`src/rtl/cos_pkg.sv`:
```
// ----------------------------------------------------------------------------
// cos_pkg
// Shared types and constants for the canonical ordering sorter.
// ----------------------------------------------------------------------------
package cos_pkg;

  localparam int PointW     = 21;
  localparam int ClassW     = 8;
  localparam int CntW       = 7;   // holds 0..64
  localparam int MaxSegment = 64;

  typedef enum logic [0:0] {
    StIdle,
    StDrain
  } state_e;

  // Control broadcast from the controller to every cell
  typedef struct packed {
    logic              ins;    // insert the request item this cycle
    logic              shift;  // drain: every cell takes its right neighbor
    logic [CntW-1:0]   count;  // entries held before this cycle
    logic [ClassW-1:0] cls;    // class of the arriving item
  } cell_ctl_t;

endpackage

```
`src/rtl/cos_in_if.sv`:
```
// ----------------------------------------------------------------------------
// cos_in_if
// Input channel: one decomposed code point with its class per request.
// ----------------------------------------------------------------------------
interface cos_in_if;
  logic                         valid;
  logic                         ready;
  logic [cos_pkg::PointW-1:0]   code_point;
  logic [cos_pkg::ClassW-1:0]   combining_class;
  logic                         segment_end;

  modport source (output valid, code_point, combining_class, segment_end, input ready);
  modport sink   (input valid, code_point, combining_class, segment_end, output ready);
endinterface

```
`src/rtl/cos_out_if.sv`:
```
// ----------------------------------------------------------------------------
// cos_out_if
// Output channel: one code point of the sorted segment per request.
// ----------------------------------------------------------------------------
interface cos_out_if;
  logic                         valid;
  logic                         ready;
  logic [cos_pkg::PointW-1:0]   sorted_code_point;
  logic [cos_pkg::ClassW-1:0]   sorted_class;
  logic                         last_of_run;
  logic                         overflow_seen;

  modport source (output valid, sorted_code_point, sorted_class, last_of_run,
                  overflow_seen, input ready);
  modport sink   (input valid, sorted_code_point, sorted_class, last_of_run,
                  overflow_seen, output ready);
endinterface

```
`src/rtl/cos_cell.sv`:
```
// ----------------------------------------------------------------------------
// cos_cell
// One slot of the sorting chain: holds an entry, shifts right on insert,
// shifts left on drain.
// ----------------------------------------------------------------------------
module cos_cell #(
  parameter int Idx = 0
) (
  input  logic                       clk_i,
  input  cos_pkg::cell_ctl_t         ctl_i,
  input  logic [cos_pkg::PointW-1:0] new_point_i,
  // left neighbor
  input  logic                       left_move_i,
  input  logic [cos_pkg::PointW-1:0] left_point_i,
  input  logic [cos_pkg::ClassW-1:0] left_cls_i,
  input  logic                       left_tail_i,
  // right neighbor
  input  logic [cos_pkg::PointW-1:0] right_point_i,
  input  logic [cos_pkg::ClassW-1:0] right_cls_i,
  input  logic                       right_tail_i,
  // own state
  output logic                       move_o,
  output logic [cos_pkg::PointW-1:0] point_o,
  output logic [cos_pkg::ClassW-1:0] cls_o,
  output logic                       tail_o
);

  localparam logic [cos_pkg::CntW-1:0] IdxC = cos_pkg::CntW'(Idx);

  logic [cos_pkg::PointW-1:0] point_q, point_d;
  logic [cos_pkg::ClassW-1:0] cls_q, cls_d;
  logic                       tail_q, tail_d;   // entry is in the trailing non-starter run
  logic                       occ, at_end, new_ns;

  assign occ    = IdxC < ctl_i.count;
  assign at_end = IdxC == ctl_i.count;
  assign new_ns = ctl_i.cls != '0;

  // Trailing run is sorted, so this is true on a contiguous suffix
  assign move_o = ctl_i.ins && occ && tail_q && new_ns && (cls_q > ctl_i.cls);

  always_comb begin
    point_d = point_q;
    cls_d   = cls_q;
    tail_d  = tail_q;
    if (ctl_i.shift) begin
      point_d = right_point_i;
      cls_d   = right_cls_i;
      tail_d  = right_tail_i;
    end else if (ctl_i.ins) begin
      if (!new_ns) tail_d = 1'b0;   // a starter closes the run
      if (left_move_i) begin
        point_d = left_point_i;
        cls_d   = left_cls_i;
        tail_d  = left_tail_i;
      end else if (move_o || at_end) begin
        point_d = new_point_i;
        cls_d   = ctl_i.cls;
        tail_d  = new_ns;
      end
    end
  end

  always_ff @(posedge clk_i) begin
    point_q <= point_d;
    cls_q   <= cls_d;
    tail_q  <= tail_d;
  end

  assign point_o = point_q;
  assign cls_o   = cls_q;
  assign tail_o  = tail_q;

endmodule

```
`src/rtl/cos_ctrl.sv`:
```
// ----------------------------------------------------------------------------
// cos_ctrl
// Fill count, overflow flag and collect/drain sequencing.
// ----------------------------------------------------------------------------
module cos_ctrl #(
  parameter int MaxSegment = cos_pkg::MaxSegment
) (
  input  logic                       clk_i,
  input  logic                       rst_ni,
  input  logic                       in_valid_i,
  input  logic                       in_end_i,
  input  logic [cos_pkg::ClassW-1:0] in_cls_i,
  output logic                       in_ready_o,
  output logic                       out_valid_o,
  input  logic                       out_ready_i,
  output logic                       out_last_o,
  output logic                       out_ovf_o,
  output cos_pkg::cell_ctl_t         ctl_o
);

  localparam logic [cos_pkg::CntW-1:0] MaxC = cos_pkg::CntW'(MaxSegment);
  localparam logic [cos_pkg::CntW-1:0] OneC = cos_pkg::CntW'(1);

  cos_pkg::state_e            state_q, state_d;
  logic [cos_pkg::CntW-1:0]   count_q, count_d;
  logic                       ovf_q, ovf_d;
  logic                       in_acc, out_acc, room;

  assign in_ready_o  = state_q == cos_pkg::StIdle;
  assign out_valid_o = state_q == cos_pkg::StDrain;
  assign in_acc      = in_valid_i && in_ready_o;
  assign out_acc     = out_valid_o && out_ready_i;
  assign room        = count_q < MaxC;
  assign out_last_o  = count_q == OneC;
  assign out_ovf_o   = ovf_q;

  always_comb begin
    state_d = state_q;
    count_d = count_q;
    ovf_d   = ovf_q;
    unique case (state_q)
      cos_pkg::StIdle: begin
        if (in_acc) begin
          if (room) count_d = count_q + OneC;
          else      ovf_d   = 1'b1;
          if (in_end_i) state_d = cos_pkg::StDrain;
        end
      end
      cos_pkg::StDrain: begin
        if (out_acc) begin
          count_d = count_q - OneC;
          if (out_last_o) begin
            ovf_d   = 1'b0;
            state_d = cos_pkg::StIdle;
          end
        end
      end
      default: state_d = cos_pkg::StIdle;
    endcase
  end

  always_ff @(posedge clk_i or negedge rst_ni) begin
    if (!rst_ni) begin
      state_q <= cos_pkg::StIdle;
      count_q <= '0;
      ovf_q   <= 1'b0;
    end else begin
      state_q <= state_d;
      count_q <= count_d;
      ovf_q   <= ovf_d;
    end
  end

  assign ctl_o.ins   = in_acc && room;
  assign ctl_o.shift = out_acc;
  assign ctl_o.count = count_q;
  assign ctl_o.cls   = in_cls_i;

  a_drain_nonempty: assert property (@(posedge clk_i) disable iff (!rst_ni)
    out_valid_o |-> count_q != '0)
    else $error("drain with empty store");

  a_count_bound: assert property (@(posedge clk_i) disable iff (!rst_ni)
    count_q <= MaxC)
    else $error("fill count beyond store depth");

  a_full_drop_sets_ovf: assert property (@(posedge clk_i) disable iff (!rst_ni)
    (in_acc && !room) |=> ovf_q)
    else $error("dropped item did not flag overflow");

  a_last_clears: assert property (@(posedge clk_i) disable iff (!rst_ni)
    (out_acc && out_last_o) |=> (count_q == '0 && !ovf_q && in_ready_o))
    else $error("store not cleared after last result");

endmodule

```
`src/rtl/canonical_ordering_sorter_top.sv`:
```
// Timing: an item is inserted in the cycle it is accepted; on segment end the
//   first result is valid the next cycle, then one result per cycle while
//   out_req_o.ready is high. Throughput: one item per cycle while collecting;
//   no input request is taken while a segment drains.
// Reset (rst_ni, async, active low) empties the store and clears overflow.
// ----------------------------------------------------------------------------
// canonical_ordering_sorter_top
// Canonical ordering of one decomposed segment by a chain of insertion cells.
// ----------------------------------------------------------------------------
module canonical_ordering_sorter_top #(
  parameter int MAX_SEGMENT = cos_pkg::MaxSegment   // 2..64
) (
  input  logic          clk_i,
  input  logic          rst_ni,
  cos_in_if.sink        in_req_i,
  cos_out_if.source     out_req_o
);

  cos_pkg::cell_ctl_t ctl;

  // Per-cell taps of the chain
  logic [cos_pkg::PointW-1:0] point [MAX_SEGMENT];
  logic [cos_pkg::ClassW-1:0] cls   [MAX_SEGMENT];
  logic                       tail  [MAX_SEGMENT];
  logic                       move  [MAX_SEGMENT];

  // Controller: fill count, overflow flag, collect/drain state
  cos_ctrl #(
    .MaxSegment (MAX_SEGMENT)
  ) u_ctrl (
    .clk_i       (clk_i),
    .rst_ni      (rst_ni),
    .in_valid_i  (in_req_i.valid),
    .in_end_i    (in_req_i.segment_end),
    .in_cls_i    (in_req_i.combining_class),
    .in_ready_o  (in_req_i.ready),
    .out_valid_o (out_req_o.valid),
    .out_ready_i (out_req_o.ready),
    .out_last_o  (out_req_o.last_of_run),
    .out_ovf_o   (out_req_o.overflow_seen),
    .ctl_o       (ctl)
  );

  // Insert: each cell of the trailing run whose class exceeds the new one
  // hands its entry right; the leftmost such cell (or the first free one)
  // takes the new item. Drain: the whole row shifts left toward cell 0.
  for (genvar i = 0; i < MAX_SEGMENT; i++) begin : g_cell
    localparam int Lft = (i == 0) ? 0 : i - 1;
    localparam int Rgt = (i == MAX_SEGMENT - 1) ? i : i + 1;

    cos_cell #(
      .Idx (i)
    ) u_cell (
      .clk_i         (clk_i),
      .ctl_i         (ctl),
      .new_point_i   (in_req_i.code_point),
      .left_move_i   ((i == 0) ? 1'b0 : move[Lft]),
      .left_point_i  (point[Lft]),
      .left_cls_i    (cls[Lft]),
      .left_tail_i   (tail[Lft]),
      .right_point_i (point[Rgt]),
      .right_cls_i   (cls[Rgt]),
      .right_tail_i  (tail[Rgt]),
      .move_o        (move[i]),
      .point_o       (point[i]),
      .cls_o         (cls[i]),
      .tail_o        (tail[i])
    );
  end

  // Head of the row is the result register
  assign out_req_o.sorted_code_point = point[0];
  assign out_req_o.sorted_class      = cls[0];

endmodule
```
`src/flat_wrapper.sv`:
```
// flat-port wrapper written by rule: the top's interface ports become plain ports
module canonical_ordering_sorter_top_flat 
#(
  parameter int MAX_SEGMENT = cos_pkg::MaxSegment           
)
  (clk_i, rst_ni, in_req_i_valid, in_req_i_code_point, in_req_i_combining_class, in_req_i_segment_end, in_req_i_ready, out_req_o_valid, out_req_o_sorted_code_point, out_req_o_sorted_class, out_req_o_last_of_run, out_req_o_overflow_seen, out_req_o_ready);
  cos_in_if in_req_i_i ();
  cos_out_if out_req_o_i ();
  input  logic clk_i;
  input  logic rst_ni;
  input wire logic [$bits(in_req_i_i.valid)-1:0] in_req_i_valid;
  input wire logic [$bits(in_req_i_i.code_point)-1:0] in_req_i_code_point;
  input wire logic [$bits(in_req_i_i.combining_class)-1:0] in_req_i_combining_class;
  input wire logic [$bits(in_req_i_i.segment_end)-1:0] in_req_i_segment_end;
  output wire logic [$bits(in_req_i_i.ready)-1:0] in_req_i_ready;
  output wire logic [$bits(out_req_o_i.valid)-1:0] out_req_o_valid;
  output wire logic [$bits(out_req_o_i.sorted_code_point)-1:0] out_req_o_sorted_code_point;
  output wire logic [$bits(out_req_o_i.sorted_class)-1:0] out_req_o_sorted_class;
  output wire logic [$bits(out_req_o_i.last_of_run)-1:0] out_req_o_last_of_run;
  output wire logic [$bits(out_req_o_i.overflow_seen)-1:0] out_req_o_overflow_seen;
  input wire logic [$bits(out_req_o_i.ready)-1:0] out_req_o_ready;
  assign in_req_i_i.valid = in_req_i_valid;
  assign in_req_i_i.code_point = in_req_i_code_point;
  assign in_req_i_i.combining_class = in_req_i_combining_class;
  assign in_req_i_i.segment_end = in_req_i_segment_end;
  assign in_req_i_ready = in_req_i_i.ready;
  assign out_req_o_valid = out_req_o_i.valid;
  assign out_req_o_sorted_code_point = out_req_o_i.sorted_code_point;
  assign out_req_o_sorted_class = out_req_o_i.sorted_class;
  assign out_req_o_last_of_run = out_req_o_i.last_of_run;
  assign out_req_o_overflow_seen = out_req_o_i.overflow_seen;
  assign out_req_o_i.ready = out_req_o_ready;
  canonical_ordering_sorter_top #(.MAX_SEGMENT(MAX_SEGMENT)) u_core (.clk_i(clk_i), .rst_ni(rst_ni), .in_req_i(in_req_i_i), .out_req_o(out_req_o_i));
endmodule
```
`config.mk`:
```
export PLATFORM = sky130hd
export DESIGN_NAME = canonical_ordering_sorter_top_flat
export DESIGN_NICKNAME = d
export VERILOG_FILES = /design/src/rtl/cos_pkg.sv /design/src/rtl/cos_in_if.sv /design/src/rtl/cos_out_if.sv /design/src/rtl/cos_cell.sv /design/src/rtl/cos_ctrl.sv /design/src/rtl/canonical_ordering_sorter_top.sv /design/src/flat_wrapper.sv
export SDC_FILE = /design/constraint.sdc
export NUM_CORES = 2
export LEC_CHECK = 0
export ABC_AREA = 1
export ABC_CLOCK_PERIOD_IN_PS = 6220
export BUFFER_PORTS_ARGS = -buffer_cell sky130_fd_sc_hd__buf_2
export CORE_MARGIN = 1
export CORE_UTILIZATION = 30
export DETAILED_ROUTE_END_ITERATION = 8
export PLACE_DENSITY = 0.45
export SYNTH_ARGS = -nofsm -noshare
export SYNTH_HDL_FRONTEND = slang
export SYNTH_HIERARCHICAL = 1
export SYNTH_SLANG_ARGS = --single-unit
```
`constraint.sdc`:
```
create_clock -name clk_i -period 6.22 [get_ports clk_i]
set_clock_uncertainty 0.1 [all_clocks]
set_input_delay 0.311 -clock clk_i [delete_from_list [all_inputs] [get_ports clk_i]]
set_output_delay 0.311 -clock clk_i [all_outputs]
set_load 0.05 [all_outputs]
```
==> key figures <==
Clocking
  • Deepest clock path buffer count: 4
  • CTS root buffer: clkbuf_16
  • # hold bufs at CTS: 38
  • TritonCTS clock tree: done
  • Worst-skew pair later-pin latency: 0.96 ns
  • H-tree Lvls: 4
  • Setup bufs post-CTS: 0
  • Num CTS Buffers: 238
  • CTS clk-pin slew, worst paths: 0.06 ns
  • Clk sinks: 1929
  • Post_cts resized: 0

Worst setup path
  • R2R Path End: u_core/g_cell[5].u_cell/point_o[18]$_DFFE_PP_
  • Reg-to-reg startpoint: u_core/u_ctrl/out_valid_o$_DFF_PN0_
  • Setup slack, reg-to-reg: 1.89 ns
  • Crit path launch type: register
  • Worst setup path class: reg -> reg
  • WP data required: 6.76 ns
  • Crit. End Element: register
  • Arr. time, crit path: 4.87 ns
  • Worst R2R Path Depth: 16
  • Crit Path Max Fanout: 65

Floorplanning
  • Core ar.: 403500 µm²
  • Die width: 639.1 µm
  • Initial Utilization: 0.3018
  • Die Height: 639.1 µm
  • Die area: 408400 µm²
  • Rows: 233
  • Io pins: 67

Routing
  • Drt pass-1 iters: 6
  • Avg WL per Cell: 21.83 µm
  • Post-route ant nets: 0
  • DR DRC count: 0
  • Via density: 5.119
  • Initial DRC count: 9584
  • DR vias: 103900
  • Total Wirelength: 443300 µm

STA
  • Final setup fails: 0
  • Upper clock frequency limit: 230.9 MHz
  • RSZ-0062 raised after global routing: no
  • Period minus WS final: 4.332 ns
  • Setup TNS: 0 ns
  • Worst slew margin: 0.1986
  • Final Hold Viols: 0
  • Worst-Margin Slew: 1.201 ns
  • Final Cycle Share: 0.6964
  • Max Slew Vio Count: 0

Placement
  • Gpl congestion: 0.8355
  • Hpwl dp: 304100 µm
  • # port buffers: 66

Finish
  • Layout cells sized above 1: 0.09770
  • NumNets Final: 15250
  • Layout area overhead: 10.19%

Min path
  • Worst Hold Class: in -> async

Pwr
  • Max VDD drop: 0.2589 mV
  • Pleak: 56.48 nW
  • Tot Pwr: 52.76 mW
  • Power Dens Cells: 393.2 nW/µm²

Global routing
  • Pin count of the biggest net entering global routing: 92
  • Total GRT Usage: 0.2092
  • Total gr overflow: 0
  • Initial antenna violation count: 9
  • Vias in the first global route: 100000
  • First-pass GRT wire length: 664500 µm

Synth
  • Synth Instances: 14910
  • Synth Cell Area: 121800 µm²
  • Syn Area/Cell: 8.165 µm²
  • Yosys warning count: 6
  • Post-Syn Nets: 15460

Job
  • Max Cap Viol: 0

Run status
  • Status: finished, final reports clean
[state kept, by name (all words and copies together) (netlist names)]
| register | flops |
|---|---|
| u_core/g_cell.u_cell/point_o | 1344 |
| u_core/g_cell.u_cell/cls_o | 512 |
| u_core/g_cell.u_cell/tail_o | 64 |
| u_core/u_ctrl/count_q | 7 |
| u_core/u_ctrl/out_ovf_o | 1 |
| u_core/u_ctrl/out_valid_o | 1 |
[per-stage QoR]
stage	instances	worst slack, ns	hold slack, ns	cell area, µm²	utilization
floorplan	14910	0.4183	-0.08459	121800	-
global placement	19830	1.871	0.08498	126400	0.3132
detailed placement	19830	1.863	0.09038	126400	0.3132
CTS	20300	1.885	0.2182	134200	0.3325
global route	20300	1.480	0.3210	134200	0.3325
finish	20300	1.888	0.2833	134200	0.3325
[critical path, cell delays in order, from the launching register on]
cell and delay (ns):
dfrtp_1 0.53, inv_8 0.14, nand2_4 0.07, nor2_4 0.60, buf_12 0.34, nand2_1 0.08
inv_1 0.07, nand3_2 0.07, nor2_2 0.09, nand2_2 0.08, inv_1 0.06, buf_4 0.35
nor2_1 0.12, nand3_1 0.12, nand2_1 0.05, inv_1 0.80, buf_4 0.26
[area by class of cell]
type / instances / area [µm²]
well taps: 5405 / 6763
repair buffers: 403 / 3473
inverters: 1290 / 4861
clock inverters: 146 / 1234
fillers: 42760 / 269300
flip-flops and latches: 1929 / 57910
multi-input cells: 10840 / 53730
diodes: 5 / 12.51
clock buffers: 287 / 6182
[metal layers]
metal  wire length (µm)  GRT usage  vias up
li1                   -          -    49910
met2             191400     0.3177     3037
met4              10060    0.04757        0
met3              24750    0.01953      468
met1             217100     0.3179    50500
met5                  0          0        -
[how the worst max path moves through the flow]
stage / startpoint / to / slack [ns]
after floorplan: u_core/u_ctrl/count_q[6]$_DFFE_PN0P_ / u_core/g_cell[38].u_cell/cls_o[0]$_DFFE_PP_ / 0.42
after global placement: in_req_i_combining_class[3] / u_core/g_cell[60].u_cell/point_o[16]$_DFFE_PP_ / 1.87
after detailed placement: in_req_i_combining_class[3] / u_core/g_cell[60].u_cell/cls_o[4]$_DFFE_PP_ / 1.86
after CTS: u_core/u_ctrl/out_valid_o$_DFF_PN0_ / u_core/g_cell[5].u_cell/cls_o[7]$_DFFE_PP_ / 1.89
after global routing: u_core/u_ctrl/out_valid_o$_DFF_PN0_ / u_core/g_cell[5].u_cell/cls_o[7]$_DFFE_PP_ / 1.48
final: u_core/u_ctrl/out_valid_o$_DFF_PN0_ / u_core/g_cell[5].u_cell/point_o[18]$_DFFE_PP_ / 1.89
[cells in the final DEF (no fill, tap or decap), types with 162 or more instances in the layout]
master,instances
buf_4,289
inv_2,192
a21oi_1,3625
nor2_1,2320
clkbuf_16,240
nor2_2,162
nand2_2,173
ha_1,515
edfxtp_1,1920
nand2_1,3133
inv_1,1075
[power by group]
part / total (mW) / switching [mW] / internal [mW]
Sequential: 22.3 / 3.09 / 19.2
Combinational: 16.6 / 11.6 / 5.05
Clock: 13.8 / 6.11 / 7.70
Note: power is estimated with default switching activity, not from simulation.
